[src/hdl/frm_pkg.sv]
// shared widths, register map and divider request and response types of the frame rate meter
`default_nettype none

package frm_pkg;

    localparam int TICK_W   = 32;
    localparam int RATE_W   = 32;
    localparam int SMOOTH_W = 36;
    localparam int WTIME_W  = 33;
    localparam int FRAMES_W = 32;
    localparam int PROD_W   = 64;
    localparam int DATA_W   = 32;

    // apb map: one word per register, one spare index decoded as empty
    localparam int PADDR_W   = 3;
    localparam int REG_IDX_W = PADDR_W - 2;
    localparam logic [REG_IDX_W-1:0] REG_TICK_RATE = '0;

    localparam logic [DATA_W-1:0] TICK_RATE_RESET = 32'd100000000;

    typedef struct packed {
        logic                 start;
        logic [PROD_W-1:0]    dividend;
        logic [WTIME_W-1:0]   divisor;
    } t_div_req;

    typedef struct packed {
        logic                 done;
        logic [RATE_W-1:0]    quotient;
    } t_div_rsp;

endpackage

`default_nettype wire

[src/hdl/frm_if.sv]
// valid/ready channel interfaces for duration items and result items
`default_nettype none

interface frm_in_if;
    logic                        valid;
    logic                        ready;
    logic [frm_pkg::TICK_W-1:0]  elapsed_ticks;

    modport source (output valid, output elapsed_ticks, input ready);
    modport sink   (input valid, input elapsed_ticks, output ready);
endinterface

interface frm_out_if;
    logic                          valid;
    logic                          ready;
    logic [frm_pkg::TICK_W-1:0]    frame_dt;
    logic [frm_pkg::RATE_W-1:0]    frame_rate;
    logic [frm_pkg::RATE_W-1:0]    average_rate;
    logic [frm_pkg::SMOOTH_W-1:0]  smoothed_dt;

    modport source (output valid, output frame_dt, output frame_rate,
                    output average_rate, output smoothed_dt, input ready);
    modport sink   (input valid, input frame_dt, input frame_rate,
                    input average_rate, input smoothed_dt, output ready);
endinterface

`default_nettype wire

[src/hdl/frame_rate_meter_top.sv]
// frame rate meter: instant, windowed and smoothed frame statistics from frame durations
//
//  channel   dir  handshake           payload
//  i_in      in   valid/ready         elapsed_ticks[31:0]
//  o_out     out  valid/ready         frame_dt, frame_rate, average_rate, smoothed_dt
//  apb       in   psel/penable/pready tick_rate at byte address 0
//
// one item at a time; the window average is divided only when the window
// closes; each division runs 32 steps through the single shared bit-serial divider
// a zero duration skips the instant-rate division, a saturating quotient ends it early
// synchronous active-low reset clears the window sums, the averages and the handshake
// the output register holds a finished result, so i_in.ready rises again while o_out stalls
// a second result waits in the final state until the output register is free
`default_nettype none

module frame_rate_meter_top #(
    parameter int TICK_BITS      = 32,
    parameter int RATE_FRAC_BITS = 8
) (
    input  wire logic                         i_clk,
    input  wire logic                         i_rst_n,
    frm_in_if.sink                            i_in,
    frm_out_if.source                         o_out,
    input  wire logic                         psel,
    input  wire logic                         penable,
    input  wire logic                         pwrite,
    input  wire logic [frm_pkg::PADDR_W-1:0]  paddr,
    input  wire logic [frm_pkg::DATA_W-1:0]   pwdata,
    output logic      [frm_pkg::DATA_W-1:0]   prdata,
    output logic                              pready
);

    // sequencer, one-hot
    typedef enum logic [6:0] {
        S_IDLE      = 7'b0000001,
        S_RATE      = 7'b0000010,
        S_RATE_WAIT = 7'b0000100,
        S_CHECK     = 7'b0001000,
        S_AVG       = 7'b0010000,
        S_AVG_WAIT  = 7'b0100000,
        S_DONE      = 7'b1000000
    } t_state;

    t_state                              r_state;
    t_state                              n_state;

    logic [frm_pkg::DATA_W-1:0]          w_tick_rate;
    logic [frm_pkg::TICK_W-1:0]          w_ticks;
    logic                                w_accept;
    logic                                w_out_free;
    logic                                w_close;
    logic [frm_pkg::WTIME_W-1:0]         w_tick_rate_ext;
    logic [frm_pkg::PROD_W-1:0]          w_prod;
    frm_pkg::t_div_req                   w_div_req;
    frm_pkg::t_div_rsp                   w_div_rsp;

    logic [frm_pkg::TICK_W-1:0]          r_ticks;
    logic [frm_pkg::RATE_W-1:0]          r_rate;
    logic [frm_pkg::PROD_W-1:0]          r_prod;
    logic [frm_pkg::WTIME_W-1:0]         r_wtime;
    logic [frm_pkg::FRAMES_W-1:0]        r_wframes;
    logic [frm_pkg::RATE_W-1:0]          r_avg;
    logic [frm_pkg::SMOOTH_W-1:0]        r_smooth;
    logic [frm_pkg::SMOOTH_W-1:0]        n_smooth;

    logic                                r_out_valid;
    logic [frm_pkg::TICK_W-1:0]          r_out_dt;
    logic [frm_pkg::RATE_W-1:0]          r_out_rate;
    logic [frm_pkg::RATE_W-1:0]          r_out_avg;
    logic [frm_pkg::SMOOTH_W-1:0]        r_out_smooth;

    frm_cfg u_cfg (
        .i_clk       (i_clk),
        .i_rst_n     (i_rst_n),
        .psel        (psel),
        .penable     (penable),
        .pwrite      (pwrite),
        .paddr       (paddr),
        .pwdata      (pwdata),
        .prdata      (prdata),
        .pready      (pready),
        .o_tick_rate (w_tick_rate)
    );

    frm_div #(
        .FRAC_BITS (RATE_FRAC_BITS)
    ) u_div (
        .i_clk   (i_clk),
        .i_rst_n (i_rst_n),
        .i_req   (w_div_req),
        .o_rsp   (w_div_rsp)
    );

    // only the low TICK_BITS bits of a duration count
    always_comb begin
        for (int i = 0; i < frm_pkg::TICK_W; i++) begin
            w_ticks[i] = (i < TICK_BITS) ? i_in.elapsed_ticks[i] : 1'b0;
        end
    end

    assign i_in.ready = (r_state == S_IDLE);
    assign w_accept   = i_in.valid && (r_state == S_IDLE);
    assign w_out_free = !r_out_valid || o_out.ready;

    // window closes once summed ticks pass one second
    assign w_tick_rate_ext = {1'b0, w_tick_rate};
    assign w_close         = r_wtime > w_tick_rate_ext;
    assign w_prod          = frm_pkg::PROD_W'(r_wframes) * frm_pkg::PROD_W'(w_tick_rate);

    // halving moving average in q.4
    assign n_smooth = frm_pkg::SMOOTH_W'(({1'b0, r_smooth} + {1'b0, w_ticks, 4'b0000}) >> 1);

    // divider requests: instant rate first, then the window average
    always_comb begin
        w_div_req.start    = 1'b0;
        w_div_req.dividend = frm_pkg::PROD_W'(w_tick_rate);
        w_div_req.divisor  = {1'b0, r_ticks};
        if (r_state == S_RATE) begin
            w_div_req.start = (r_ticks != '0);
        end else if (r_state == S_AVG) begin
            w_div_req.start    = 1'b1;
            w_div_req.dividend = r_prod;
            w_div_req.divisor  = r_wtime;
        end
    end

    always_comb begin
        n_state = r_state;
        unique case (r_state)
            S_IDLE: begin
                if (i_in.valid) begin
                    n_state = S_RATE;
                end
            end
            S_RATE: begin
                n_state = (r_ticks != '0) ? S_RATE_WAIT : S_CHECK;
            end
            S_RATE_WAIT: begin
                if (w_div_rsp.done) begin
                    n_state = S_CHECK;
                end
            end
            S_CHECK: begin
                n_state = w_close ? S_AVG : S_DONE;
            end
            S_AVG: begin
                n_state = S_AVG_WAIT;
            end
            S_AVG_WAIT: begin
                if (w_div_rsp.done) begin
                    n_state = S_DONE;
                end
            end
            S_DONE: begin
                if (w_out_free) begin
                    n_state = S_IDLE;
                end
            end
            default: begin
                n_state = S_IDLE;
            end
        endcase
    end

    // sequencer and architectural state
    always_ff @(posedge i_clk) begin
        if (!i_rst_n) begin
            r_state   <= S_IDLE;
            r_wtime   <= '0;
            r_wframes <= '0;
            r_avg     <= '0;
            r_smooth  <= '0;
        end else begin
            r_state <= n_state;
            if (w_accept) begin
                r_wtime  <= r_wtime + {1'b0, w_ticks};
                r_smooth <= n_smooth;
                if (r_wframes != '1) begin
                    r_wframes <= r_wframes + 1'b1;
                end
            end
            // divider has latched the window sums, so the window opens afresh
            if (r_state == S_AVG) begin
                r_wtime   <= '0;
                r_wframes <= '0;
            end
            if ((r_state == S_AVG_WAIT) && w_div_rsp.done) begin
                r_avg <= w_div_rsp.quotient;
            end
        end
    end

    // per-item working registers
    always_ff @(posedge i_clk) begin
        if (w_accept) begin
            r_ticks <= w_ticks;
        end
        if ((r_state == S_RATE) && (r_ticks == '0)) begin
            r_rate <= '0;
        end else if ((r_state == S_RATE_WAIT) && w_div_rsp.done) begin
            r_rate <= w_div_rsp.quotient;
        end
        if (r_state == S_CHECK) begin
            r_prod <= w_prod;
        end
    end

    // output register
    always_ff @(posedge i_clk) begin
        if (!i_rst_n) begin
            r_out_valid <= 1'b0;
        end else if ((r_state == S_DONE) && w_out_free) begin
            r_out_valid <= 1'b1;
        end else if (o_out.ready) begin
            r_out_valid <= 1'b0;
        end
    end

    always_ff @(posedge i_clk) begin
        if ((r_state == S_DONE) && w_out_free) begin
            r_out_dt     <= r_ticks;
            r_out_rate   <= r_rate;
            r_out_avg    <= r_avg;
            r_out_smooth <= r_smooth;
        end
    end

    assign o_out.valid        = r_out_valid;
    assign o_out.frame_dt     = r_out_dt;
    assign o_out.frame_rate   = r_out_rate;
    assign o_out.average_rate = r_out_avg;
    assign o_out.smoothed_dt  = r_out_smooth;

endmodule

`default_nettype wire

[src/hdl/frm_cfg.sv]
// apb register file holding tick_rate
`default_nettype none

module frm_cfg (
    input  wire logic                            i_clk,
    input  wire logic                            i_rst_n,
    input  wire logic                            psel,
    input  wire logic                            penable,
    input  wire logic                            pwrite,
    input  wire logic [frm_pkg::PADDR_W-1:0]     paddr,
    input  wire logic [frm_pkg::DATA_W-1:0]      pwdata,
    output logic      [frm_pkg::DATA_W-1:0]      prdata,
    output logic                                 pready,
    output logic      [frm_pkg::DATA_W-1:0]      o_tick_rate
);

    logic [frm_pkg::DATA_W-1:0]       r_tick_rate;
    logic [frm_pkg::REG_IDX_W-1:0]    w_idx;
    logic                             w_wr_tick_rate;

    assign w_idx  = paddr[frm_pkg::PADDR_W-1:2];
    assign pready = 1'b1;

    always_comb begin
        w_wr_tick_rate = 1'b0;
        prdata         = '0;
        unique case (w_idx)
            frm_pkg::REG_TICK_RATE: begin
                w_wr_tick_rate = psel && penable && pwrite;
                prdata         = r_tick_rate;
            end
            default: begin
                w_wr_tick_rate = 1'b0;
                prdata         = '0;
            end
        endcase
    end

    always_ff @(posedge i_clk) begin
        if (!i_rst_n) begin
            r_tick_rate <= frm_pkg::TICK_RATE_RESET;
        end else if (w_wr_tick_rate) begin
            r_tick_rate <= pwdata;
        end
    end

    assign o_tick_rate = r_tick_rate;

endmodule

`default_nettype wire

[src/hdl/frm_div.sv]
// bit-serial restoring divider, floor(dividend * 2^frac / divisor) saturated to 32 bits
`default_nettype none

module frm_div #(
    parameter int FRAC_BITS = 8
) (
    input  wire logic               i_clk,
    input  wire logic               i_rst_n,
    input  wire frm_pkg::t_div_req  i_req,
    output frm_pkg::t_div_rsp       o_rsp
);

    localparam int NW = frm_pkg::PROD_W + FRAC_BITS;
    localparam int QW = frm_pkg::RATE_W;
    localparam int HW = NW - QW;
    localparam int CW = (HW > frm_pkg::WTIME_W) ? HW : frm_pkg::WTIME_W;
    localparam int CNT_W = $clog2(QW);

    logic [NW-1:0]                 w_num;
    logic [HW-1:0]                 w_high;
    logic                          w_sat;
    logic [frm_pkg::WTIME_W:0]     w_trial;
    logic [frm_pkg::WTIME_W:0]     w_dext;
    logic                          w_ge;
    logic [frm_pkg::WTIME_W-1:0]   n_rem;

    logic                          r_run;
    logic                          r_done;
    logic [CNT_W-1:0]              r_cnt;
    logic [frm_pkg::WTIME_W-1:0]   r_rem;
    logic [frm_pkg::WTIME_W-1:0]   r_d;
    logic [QW-1:0]                 r_lq;

    // upper part of the scaled dividend: if it already reaches the divisor
    // the quotient needs more than 32 bits
    assign w_num  = NW'(i_req.dividend) << FRAC_BITS;
    assign w_high = w_num[NW-1:QW];
    assign w_sat  = CW'(w_high) >= CW'(i_req.divisor);

    // one quotient bit per cycle; low dividend bits shift out as quotient shifts in
    assign w_trial = {r_rem, r_lq[QW-1]};
    assign w_dext  = {1'b0, r_d};
    assign w_ge    = w_trial >= w_dext;

    always_comb begin
        if (w_ge) begin
            n_rem = frm_pkg::WTIME_W'(w_trial - w_dext);
        end else begin
            n_rem = w_trial[frm_pkg::WTIME_W-1:0];
        end
    end

    always_ff @(posedge i_clk) begin
        if (!i_rst_n) begin
            r_run  <= 1'b0;
            r_done <= 1'b0;
        end else begin
            if (i_req.start) begin
                // a saturating quotient is done at once, otherwise the steps run
                r_done <= w_sat;
                r_run  <= !w_sat;
            end else if (r_run && (&r_cnt)) begin
                r_run  <= 1'b0;
                r_done <= 1'b1;
            end else begin
                r_done <= 1'b0;
            end
        end
    end

    always_ff @(posedge i_clk) begin
        if (i_req.start) begin
            r_cnt <= '0;
            r_d   <= i_req.divisor;
            r_rem <= frm_pkg::WTIME_W'(w_high);
            r_lq  <= w_sat ? '1 : w_num[QW-1:0];
        end else if (r_run) begin
            r_cnt <= r_cnt + 1'b1;
            r_rem <= n_rem;
            r_lq  <= {r_lq[QW-2:0], w_ge};
        end
    end

    assign o_rsp.done     = r_done;
    assign o_rsp.quotient = r_lq;

endmodule

`default_nettype wire

[src/flat_wrapper.sv]
// flat-port wrapper written by rule: the top's interface ports become plain ports
module frame_rate_meter_top_flat 
#(
    parameter int TICK_BITS      = 32,
    parameter int RATE_FRAC_BITS = 8
)
  (i_clk, i_rst_n, psel, penable, pwrite, paddr, pwdata, prdata, pready, i_in_valid, i_in_elapsed_ticks, i_in_ready, o_out_valid, o_out_frame_dt, o_out_frame_rate, o_out_average_rate, o_out_smoothed_dt, o_out_ready);
  frm_in_if i_in_i ();
  frm_out_if o_out_i ();
  input  wire logic i_clk;
  input  wire logic i_rst_n;
  input  wire logic psel;
  input  wire logic penable;
  input  wire logic pwrite;
  input  wire logic [frm_pkg::PADDR_W-1:0] paddr;
  input  wire logic [frm_pkg::DATA_W-1:0] pwdata;
  output logic      [frm_pkg::DATA_W-1:0] prdata;
  output logic pready;
  input wire logic [$bits(i_in_i.valid)-1:0] i_in_valid;
  input wire logic [$bits(i_in_i.elapsed_ticks)-1:0] i_in_elapsed_ticks;
  output wire logic [$bits(i_in_i.ready)-1:0] i_in_ready;
  output wire logic [$bits(o_out_i.valid)-1:0] o_out_valid;
  output wire logic [$bits(o_out_i.frame_dt)-1:0] o_out_frame_dt;
  output wire logic [$bits(o_out_i.frame_rate)-1:0] o_out_frame_rate;
  output wire logic [$bits(o_out_i.average_rate)-1:0] o_out_average_rate;
  output wire logic [$bits(o_out_i.smoothed_dt)-1:0] o_out_smoothed_dt;
  input wire logic [$bits(o_out_i.ready)-1:0] o_out_ready;
  assign i_in_i.valid = i_in_valid;
  assign i_in_i.elapsed_ticks = i_in_elapsed_ticks;
  assign i_in_ready = i_in_i.ready;
  assign o_out_valid = o_out_i.valid;
  assign o_out_frame_dt = o_out_i.frame_dt;
  assign o_out_frame_rate = o_out_i.frame_rate;
  assign o_out_average_rate = o_out_i.average_rate;
  assign o_out_smoothed_dt = o_out_i.smoothed_dt;
  assign o_out_i.ready = o_out_ready;
  frame_rate_meter_top #(.TICK_BITS(TICK_BITS), .RATE_FRAC_BITS(RATE_FRAC_BITS)) u_core (.i_clk(i_clk), .i_rst_n(i_rst_n), .i_in(i_in_i), .o_out(o_out_i), .psel(psel), .penable(penable), .pwrite(pwrite), .paddr(paddr), .pwdata(pwdata), .prdata(prdata), .pready(pready));
endmodule
[config.mk]
export PLATFORM = sky130hd
export DESIGN_NAME = frame_rate_meter_top_flat
export DESIGN_NICKNAME = d
export VERILOG_FILES = /design/src/hdl/frm_pkg.sv /design/src/hdl/frm_if.sv /design/src/hdl/frame_rate_meter_top.sv /design/src/hdl/frm_cfg.sv /design/src/hdl/frm_div.sv /design/src/flat_wrapper.sv
export SDC_FILE = /design/constraint.sdc
export NUM_CORES = 2
export LEC_CHECK = 0
export BUFFER_PORTS_ARGS = -buffer_cell sky130_fd_sc_hd__buf_2
export CORE_MARGIN = 2
export CORE_UTILIZATION = 70
export DETAILED_ROUTE_END_ITERATION = 8
export PLACE_DENSITY = 0.9
export SYNTH_ARGS = -nofsm -noshare
export SYNTH_HDL_FRONTEND = slang
export SYNTH_SLANG_ARGS = --single-unit
[constraint.sdc]
create_clock -name i_clk -period 16.3 [get_ports i_clk]
set_input_delay 0.815 -clock i_clk [delete_from_list [all_inputs] [get_ports i_clk]]
set_output_delay 0.815 -clock i_clk [all_outputs]
set_load 0.005 [all_outputs]
==> impl.org <==
** Finish
- Summing all multi-input logic gate instances after layout gives 40000 um2.
- Share of layout cells above drive strength 1 :: 7.89%
- Post-layout instance count excluding filler cells :: 7350
- Combined flip-flop and latch cell area :: 14000 um2
- Synth-to-Final Area Change :: 6.79%
- Fill cells in the final layout number 5458.
- Fin nets :: 7614

** GRT
- The number of antenna violations at the first check in global routing is 9.
- The first global-routing pass estimated 268000 um of wire.
- The total overflow left after global routing is 0.
- Pin count of the biggest net entering global routing :: 79
- After global routing, the most crowded layer is met2.
- Global routing consumed, on the met1 layer, 50.2% of the routing resources.
- GR Util met3 :: 9.68%
- Global routing consumed, over all layers together, 40.8% of the routing resources.
- The via count of the first global-routing pass came to 48200.
- For this run, global-route usage on met2 was measured as 66.0%.

** Hold path
- Classification of the worst-slack hold path :: in -> reg

** Floorplanning
- The floorplan has 106 rows.
- After floorplanning, the core was sized to cover 83600 um2.
- Boundary Pins :: 241
- Initial Utilization :: 70.6%
- Die X :: 294 um
- The die covers 86700 um2.
- Die height :: 294 um

** Outcome
- Result of the run :: completed

** Setup path
- The largest single stage delay on the critical path is 1.00 ns.
- Class of the most critical setup path :: reg -> reg
- STA classifies the critical path endpoint as a flip-flop.
- CP Max Fanout :: 36
- Most prevalent standard cell on the critical path :: sky130_fd_sc_hd__fa_1
- Critical Path Start Type :: flip-flop
- Family with the most delay on the worst path :: adder cells
- Crit-path slowest cell :: sky130_fd_sc_hd__dfxtp_2
- At the worst endpoint, the arrival time is 9.43 ns.
- The number of buffers and inverters on the critical path is 4.
- Worst EP required :: 16.66 ns

** Clock tree
- The clock net in this run drives a total of 538 sinks.
- Clock transition at the registers of the reported paths :: 0.07 ns
- For this design, the CTS-stage hold fixing added 0 buffers.
- Number of buffers created by CTS :: 57
- TritonCTS built the clock tree.
- No sink is reached through more buffers than the 3 on the longest clock path.
- After clock tree synthesis, the repair step resized 0 gates.
- CTS H-tree depth :: 2
- Source-to-sink clock delay at the later pin of the worst-skew pair :: 0.68 ns
- Master cell of the clock root buffer :: sky130_fd_sc_hd__clkbuf_16
- Buffer count from post-CTS setup fixing :: 0

** Drt
- Violation count after the first detailed-routing iteration :: 4532
- Number of vias per cell :: 6.23
- DRC violation count after routing :: 0
- For this run, the detailed router's first-pass iteration total came to 7.
- The routed layout has 45800 vias.
- Overall routed net length :: 173000 um
- Post-DRT Antenna Nets :: 0
- After detailed routing, the average wire length per cell comes to 23.6 um.

** Timing
- Setup total negative slack on the finished layout was measured at 0 ns.
- The worst pin sits at a relative slew slack of 28.1%.
- Slew @ Worst Pin :: 1.07 ns
- The number of hold violations in the final report was 0.
- RSZ-0062 raised after global routing :: false
- Clock tree skew after final layout :: 0.0622 ns
- Final Max Tran Viols :: 0
- Crit path time final :: 9.07 ns
- Max Freq :: 110 MHz
- Setup violations remaining at the end of the flow were counted as 0.
- In the finished design, the share of the clock period the worst path needs comes to 55.7%.

** Synth
- Mean cell area of the mapped netlist :: 9.56 um2
- The synthesized netlist contains 79 unique library cells.
- The cell count after synthesis came out at 6174.
- Summed over all instances, the cell type with the most area after synthesis is sky130_fd_sc_hd__fa_1.
- Number of enable flip-flop cells after synthesis :: 326
- Post-Syn Nets :: 7575
- Flops & latches, synth :: 538
- The cell area that synthesis handed to floorplanning was 59000 um2.
- Commonest register cell after synthesis :: sky130_fd_sc_hd__edfxtp_1
- For this run, asynchronously set or reset flops after synthesis account for 0%.
- Synthesis Warnings :: 0
- The share of the Yosys chip area taken by registers is 23.8%.
- In the post-synthesis netlist, the biggest area contributors are sky130_fd_sc_hd__fa_1, sky130_fd_sc_hd__edfxtp_1, sky130_fd_sc_hd__ha_1, sky130_fd_sc_hd__dfxtp_1, sky130_fd_sc_hd__and2_1.
- Summed over its instances, the top area cell type makes up 30.5% of the synthesized netlist area.

** Job
- Number of max-capacitance violations reported :: 0

** Power and ir drop
- In this run the power spent charging and discharging nets is 1050 uW.
- Leakage power of the design :: 0.0302 uW
- Across the VDD grid, the largest voltage drop is 89.5 uV.
- Per report_power, the sequential group accounts for 43.2% of the total.
- Net switching is 29.2% of the power.
- The share of total power dissipated in combinational logic is 16.7%.
- Pwr dens :: 57.2 nW/um2
- The clock network accounts for 40.1% of the total power.
- Internal power comes to 2550 uW.

** Place
- Routability-driven placement finished with a final weighted congestion of 1.07.
- In this run, placement finished with an instance count of 7234.
- Port buffering added 237 buffers.
- Detailed placement ended at an HPWL of 134000 um.
==> worst reg2reg max path: stages (launching register included) <==
cell	delay, ns
sky130_fd_sc_hd__dfxtp_2	1.00
sky130_fd_sc_hd__and2_1	0.29
sky130_fd_sc_hd__fa_1	0.45
sky130_fd_sc_hd__fa_1	0.43
sky130_fd_sc_hd__fa_1	0.54
sky130_fd_sc_hd__inv_1	0.06
sky130_fd_sc_hd__fa_1	0.48
sky130_fd_sc_hd__inv_1	0.05
sky130_fd_sc_hd__fa_1	0.53
sky130_fd_sc_hd__inv_1	0.07
sky130_fd_sc_hd__fa_1	0.53
sky130_fd_sc_hd__inv_1	0.06
sky130_fd_sc_hd__fa_1	0.40
sky130_fd_sc_hd__fa_1	0.47
sky130_fd_sc_hd__ha_1	0.48
sky130_fd_sc_hd__nand3_1	0.17
sky130_fd_sc_hd__or2_2	0.33
sky130_fd_sc_hd__nor3_1	0.22
sky130_fd_sc_hd__o21ai_0	0.17
sky130_fd_sc_hd__nand2_1	0.15
sky130_fd_sc_hd__o2111ai_1	0.34
sky130_fd_sc_hd__a21oi_1	0.32
sky130_fd_sc_hd__o21ai_0	0.17
sky130_fd_sc_hd__a311oi_1	0.58
sky130_fd_sc_hd__nor4b_1	0.11
sky130_fd_sc_hd__a311o_1	0.35
==> Yosys cell counts (54+ instances only) <==
library cell                 n
sky130_fd_sc_hd__nand2_1   818
sky130_fd_sc_hd__inv_1     988
sky130_fd_sc_hd__dfxtp_1   212
sky130_fd_sc_hd__nor2_1    225
sky130_fd_sc_hd__a21o_1    106
sky130_fd_sc_hd__ha_1      428
sky130_fd_sc_hd__xor2_1     70
sky130_fd_sc_hd__edfxtp_1  326
sky130_fd_sc_hd__a21oi_1   317
sky130_fd_sc_hd__clkbuf_1  326
sky130_fd_sc_hd__o21ai_0   115
sky130_fd_sc_hd__fa_1      899
sky130_fd_sc_hd__xnor2_1    92
sky130_fd_sc_hd__and2_1    612
sky130_fd_sc_hd__mux2i_1    54
==> kinds of logic (layout without fill, tap and decap cells) <==
| group | Yosys count | after routing | share of synthesized area (%) |
|---|---|---|---|
| xor+xnor | 162 | 162 | 2.40 |
| compound gates | 812 | 812 | 8.60 |
| flops | 538 | 538 | 23.8 |
| mux | 57 | 57 | 0.973 |
| fa+ha+maj | 1327 | 1327 | 39.6 |
| buf+inv | 1337 | 1425 | 8.56 |
| other cells | 1 | 9 | 0.00635 |
| simple gates | 1940 | 1940 | 16.1 |
==> cell usage in the layout, fill, tap and decap left out, types with 106 or more instances in the layout <==
cell | synthesis | routed
sky130_fd_sc_hd__o21ai_0 | 115 | 115
sky130_fd_sc_hd__nand2_1 | 818 | 816
sky130_fd_sc_hd__dfxtp_1 | 212 | 208
sky130_fd_sc_hd__edfxtp_1 | 326 | 326
sky130_fd_sc_hd__inv_1 | 988 | 987
sky130_fd_sc_hd__and2_1 | 612 | 612
sky130_fd_sc_hd__ha_1 | 428 | 428
sky130_fd_sc_hd__nor2_1 | 225 | 223
sky130_fd_sc_hd__fa_1 | 899 | 899
sky130_fd_sc_hd__a21o_1 | 106 | 106
sky130_fd_sc_hd__a21oi_1 | 317 | 317
sky130_fd_sc_hd__buf_2 | 8 | 237
==> flip-flops by register name, indices dropped and copies added, names as in the netlist <==
name / count
u_core.o_out.average_rate: 32
u_core.o_out.frame_dt: 32
u_core.o_out.frame_rate: 32
u_core.o_out.smoothed_dt: 36
u_core.o_out.valid: 1
u_core.r_avg: 32
u_core.r_prod: 64
u_core.r_rate: 32
u_core.r_smooth: 36
u_core.r_state: 7
u_core.r_ticks: 32
u_core.r_wframes: 32
u_core.r_wtime: 33
u_core.u_cfg.o_tick_rate: 32
u_core.u_div.r_cnt: 5
u_core.u_div.r_d: 33
u_core.u_div.r_done: 1
u_core.u_div.r_lq: 32
u_core.u_div.r_rem: 33
u_core.u_div.r_run: 1
==> power groups by stage <==
stage | sequential (uW) | combinational, uW | clock [uW]
after detailed placement | 1580 | 581 | 0
after global placement | 1580 | 566 | 0
after floorplan | 1560 | 424 | 0
final | 1560 | 602 | 1440
after CTS | 1550 | 587 | 1440
after global routing | 1560 | 657 | 1500
==> metrics by stage <==
stage               worst slack [ns]  hold slack (ns)  total power (uW)  area [um2]  utilization, %
finish                          7.23            0.376              3600       63000            75.4
global route                    6.96            0.371              3710       63000            75.4
detailed placement              7.56            0.412              2160       60900            72.9
floorplan                       8.64            0.408              1980       59000               -
global placement                7.64            0.413              2150       60900            72.9
CTS                             7.47            0.371              3590       63000            75.4
==> cell type report <==
type | count | share of cell area [%]
Clock inverter | 39 | 0.854
Timing Repair Buffer | 326 | 2.94
Multi-Input combinational cell | 4299 | 63.4
Sequential cell | 538 | 22.3
Inverter | 991 | 5.90
Tap cell | 1080 | 2.14
Antenna cell | 8 | 0.0318
Clock buffer | 69 | 2.45
==> final timing paths <==
path	startpoint	to	slack [ns]	cells after the start
min	pwdata[2]	u_core.u_cfg.o_tick_rate[2]	0.38	3
max	u_core.r_wframes[11]	u_core.r_prod[62]	7.23	25
min reg2reg	u_core.r_avg[14]	u_core.o_out.average_rate[14]	0.43	0
max reg2reg	u_core.r_wframes[11]	u_core.r_prod[62]	7.23	25
==> routing by layer <==
metal | vias up | wire, um | part of all wire (%)
met5 | - | 42 | 0.024
met4 | 6 | 11800 | 6.8
met3 | 767 | 21200 | 12
met2 | 3068 | 80100 | 46
met1 | 22400 | 60200 | 35
li1 | 19600 | - | -
(Power assumes the default switching activity.)
